### src/assert_macros.svh
// Assertion macros shared by the RTL of the evaluation order sorter.
// Each macro expects clk_i and rst_ni in the scope where it is used.
`ifndef ASSERT_MACROS_SVH
`define ASSERT_MACROS_SVH

// Checks that a condition holds at every clock edge outside reset.
`define GEOS_ASSERT_ALWAYS(lbl, cond) \
  lbl: assert property (@(posedge clk_i) disable iff (!rst_ni) (cond)) \
    else $error("assertion failed");

// Checks that a cause implies a consequence in the same cycle.
`define GEOS_ASSERT_IMPL(lbl, ante, cons) \
  lbl: assert property (@(posedge clk_i) disable iff (!rst_ni) (ante) |-> (cons)) \
    else $error("assertion failed");

// Checks that a cause implies a consequence in the next cycle.
`define GEOS_ASSERT_NEXT(lbl, ante, cons) \
  lbl: assert property (@(posedge clk_i) disable iff (!rst_ni) (ante) |=> (cons)) \
    else $error("assertion failed");

`endif

### src/geos_ram.sv
// Generic single write port, single read port RAM with registered read data.
// Depends on nothing.
`timescale 1ns / 1ps

module geos_ram #(
  parameter int unsigned Width = 8,
  parameter int unsigned Depth = 64,
  parameter int unsigned AddrW = $clog2(Depth)
) (
  input  logic             clk_i,
  input  logic             we_i,
  input  logic [AddrW-1:0] waddr_i,
  input  logic [Width-1:0] wdata_i,
  input  logic             re_i,
  input  logic [AddrW-1:0] raddr_i,
  output logic [Width-1:0] rdata_o
);

  logic [Width-1:0] mem_q [Depth];
  logic [Width-1:0] rdata_q;

  always_ff @(posedge clk_i) begin
    if (we_i) begin
      mem_q[waddr_i] <= wdata_i;
    end
    if (re_i) begin
      rdata_q <= mem_q[raddr_i];
    end
  end

  assign rdata_o = rdata_q;

endmodule

### config.mk
export PLATFORM = sky130hd
export DESIGN_NAME = geos_ram
export DESIGN_NICKNAME = d
export VERILOG_FILES = /design/src/assert_macros.svh /design/src/geos_ram.sv
export SDC_FILE = /design/constraint.sdc
export NUM_CORES = 1
export LEC_CHECK = 0
export ABC_CLOCK_PERIOD_IN_PS = 2800
export BUFFER_PORTS_ARGS = -buffer_cell sky130_fd_sc_hd__buf_4
export CORE_ASPECT_RATIO = 1.75
export CORE_MARGIN = 1
export CORE_UTILIZATION = 55
export DETAILED_ROUTE_END_ITERATION = 10
export HOLD_SLACK_MARGIN = 0.05
export PLACE_DENSITY = 0.74
export RECOVER_POWER = 100
export SLEW_MARGIN = 20
export SYNTH_ARGS = -nofsm -noshare
export SYNTH_HDL_FRONTEND = slang
export SYNTH_SLANG_ARGS = --single-unit
### constraint.sdc
create_clock -name clk_i -period 2.8 [get_ports clk_i]
set_clock_uncertainty 0.2 [all_clocks]
set_input_delay 0.7 -clock clk_i [delete_from_list [all_inputs] [get_ports clk_i]]
set_output_delay 0.7 -clock clk_i [all_outputs]
set_load 0.05 [all_outputs]
-- Word-level counts from Yosys, hierarchy flattened
Memories as Yosys holds them, arrays and structs flattened. A register that Yosys moved wholly into a read port is not among the register bits.
Cells that the tools add are included.
- bits in registers: 0
- RAM bits: 512
- memories kept: 1
- multiplexer cells: 2
- memories (name ; words ; bits a word ; rd ports ; clocked after Yosys merged registers in ; write ports ; RTL line ; source):
    mem_q ; 64 ; 8 ; 1 ; 1 ; 1 ; geos_ram.sv:19 ; logic [Width-1:0] mem_q [Depth];
- operators with widths (kind ; count):
    $mux W1 ; 2

-- Logic depth before layout (Yosys ltp)
- depth after elaboration: 2
- depth in mapped cells: 9
- gate-level depth less buffers: 5

-- Worst setup path after synthesis
Ideal clock, no wire load.
- kind: input to register
- start: input port raddr_i[1]
- end: register rdata_q[3] (netlist: rdata_o[3]), read port of mem_q (data pin)
- setup time: 266 ps
- arrival time: 2240 ps
- required time: 2334 ps
- slack: 94 ps
- stages on the path: 7
- path buffers: 3
- cells stage by stage: buf_4 buf_2 buf_2 mux4_2 mux4_2 o21ai_1 o41ai_1
- RTL lines (item ; RTL line ; source):
    from (decl) ; geos_ram.sv:15 ; input logic [AddrW-1:0] raddr_i,
    to (decl) ; geos_ram.sv:20 ; logic [Width-1:0] rdata_q;

==> results.yml <==
clock_tree:
  clk_latency_ns: 0.57
  clock_path_buffers: 3
  ctsHoldBuffers: 0
  root_buffer: "clkbuf_16"
  h-tree-depth: 2
  cts.clk_slew.worst_paths_ns: 0.07
  clock_sinks: 520
  cts_made_buffers: 45
  cts_setup_buffers: 0
  cts_tree: "built"
  cts_resized: 0
setup_path:
  worstPathArrival_ns: 2.72
  slowest_delay_ns: 0.49
  cp.required_ns: 2.90
  end_kind: "flip-flop"
  critPathTopFamily: "multiplexers"
  crit_slowest_cell: "mux4_2"
  start_kind: "primary input"
  path_buf_inv: 3
  crit_path_start: "raddr_i[0]"
  crit_chain: "clkbuf_8 -> buf_12 -> clkbuf_4 -> mux4_2 -> mux4_2 -> o21ai_0 -> nand2_1"
  r2r-start: "mem_q[47][1]$_DFFE_PP_"
  cp_max_fo: 16
  crit_top_cell: "mux4_2"
  worstSetupPathType: "primary input to flip-flop"
pwr:
  clkPwrFrac: 0.401
  p_comb_frac: 0.056
  peakVddDrop_mv: 0.540
  p_seq_frac: 0.543
  p_int_mw: 12.6
  p_sw_frac: 0.207
  power_density_nw_per_um2: 691
  leakage_nw: 7.22
  p_switching_mw: 3.31
die:
  boundaryPins: 31
  start_util: 0.560
  coreArea_um2: 36100
  die_h_um: 256
  die_x_um: 147
  fp-row-count: 92
  dieArea_um2: 37600
synthesis:
  synth_seq_cells: 520
  netlist_area_um2: 20200
  ys_warn_count: 0
  synth_top_area_cell: "edfxtp_1"
  ys_seq_area_frac: 0.771
  synth_top_area_share: 0.771
  yosysUniqueCellTypes: 39
  syn-num-nets: 963
  synthTopCellsByArea: "edfxtp_1, mux4_2, nor2_1, mux2i_1, mux2_2"
  synth.avg_cell_area_um2: 21.5
  netlist_instances: 940
route:
  routed.top_layer: "met4"
  met3_length_mm: 2.37
  vias_per_cell: 6.21
  num_vias: 9973
  met2_length_mm: 25.4
  met1Wirelength_mm: 15.5
  detail_route.wl_per_cell_um: 28.3
  ant_nets: 0
  drt_wl_total_mm: 45.4
  firstDrtPassIters: 5
  drc: 0
  drtIter0Drc: 770
sta:
  clock.fmax_mhz: 382
  period_minus_slack_ns: 2.62
  drv_slew: 0
  worst_slew_pin_slew_ns: 1.46
  setup_viol: 0
  slew_headroom: 0.0236
  fin_worst_hold_slack_ns: 0.418
  grt_setup_unrepaired: "no"
  hold_viol: 0
  timing.final.crit_share: 0.936
hold_path:
  hold_class: "primary input to flip-flop"
  hp-start: "re_i"
global_route:
  grt_pass1_wl_mm: 67.5
  grt_max_degree: 65
  global_route.overflow_total: 0
  grt_pass1_vias: 10500
  grtUsageTotal: 0.251
  grt_antenna_before_repair: 2
cells_and_area:
  synthToLayoutAreaGrowth_pct: 13.9
  finish.utilization: 0.638
  mostFrequentLayoutCells: "edfxtp_1, mux4_2, clkbuf_1"
  final_common_cell: "edfxtp_1"
  drive_above_1_share: 0.261
  num-fill-cells: 2471
  final_net_count: 1122
place:
  dp_hpwl_mm: 29.8
  io_buffers: 30
  gp_congestion: 0.838
outcome:
  outcome: "completed"
job:
  drv_cap: 0
## final cells by class
| type | count | area [um^2] | area share |
|---|---|---|---|
| Sequential cell | 520 | 15600 | 0.677 |
| Multi-Input combinational cell | 369 | 4320 | 0.187 |
| Clock buffer | 52 | 1190 | 0.0518 |
| Timing Repair Buffer | 163 | 1010 | 0.0439 |
| Tap cell | 470 | 588 | 0.0255 |
| Clock inverter | 29 | 338 | 0.0146 |
| Antenna cell | 2 | 5.00 | 0.000217 |
## routing by layer
layer,GRT usage,vias up
met3,0.0332,107
li1,-,4244
met2,0.463,372
met4,0.114,0
met1,0.287,5250
met5,0,-
## registers in the layout, summed over array words and instances, names as in the netlist
name / cells
mem_q: 512
rdata_o: 8
## kinds of logic after synthesis
kind of cell | count (synthesis) | share of synthesized area
muxes | 162 | 0.159
DFF | 520 | 0.771
and+or+nand+nor | 153 | 0.0337
buffers and inverters | 51 | 0.0156
AOI/OAI and AO/OA | 54 | 0.0206
## through the flow
step	setup slack [ns]	cells	instance area [um^2]	setup TNS (ns)	power, mW
floorplan	0.0937	940	20200	0	9.31
detailed placement	-0.337	1522	21900	-1.97	9.73
CTS	0.239	1603	23400	0	16.1
global route	0.117	1605	23100	0	16.4
global placement	-0.343	1522	21900	-1.88	9.71
finish	0.180	1605	23100	0	15.9
## cells in the mapped netlist (all sizes together)
cell type and n:
edfxtp 520, nand4b 1, o221a 2, mux2i 23
a22oi 3, mux4 126, nand2 19, mux2 13
o22ai 8, o311ai 1, and2 1, o2111ai 3
a2111oi 2, nand3b 3, a31oi 1, a211oi 4
o32ai 2, o21ai 4, nor2 83, o41ai 2
a21oi 3, nand3 13, or3 1, o2bb2ai 3
nand2b 7, o21a 2, nor2b 14, buf 34
a221oi 6, nor3 7, nor4 2, o221ai 8
nand4 2, clkbuf 17
## worst paths after layout
| kind | to | slack, ns | depth (start not counted) |
|---|---|---|---|
| max | rdata_o[7]$_DFFE_PP_ | 0.18 | 7 |
| min | rdata_o[7]$_DFFE_PP_ | 0.42 | 1 |
| max reg2reg | rdata_o[1]$_DFFE_PP_ | 0.46 | 5 |
| min reg2reg | rdata_o[4]$_DFFE_PP_ | 0.72 | 3 |
## power by group through the flow
stage	clock [mW]	combinational [mW]	sequential, mW
finish	6.40	0.887	8.65
global placement	0	0.896	8.81
CTS	6.50	0.916	8.65
floorplan	0	0.459	8.85
global route	6.76	0.933	8.66
detailed placement	0	0.913	8.82
(Power assumes the default switching activity.)
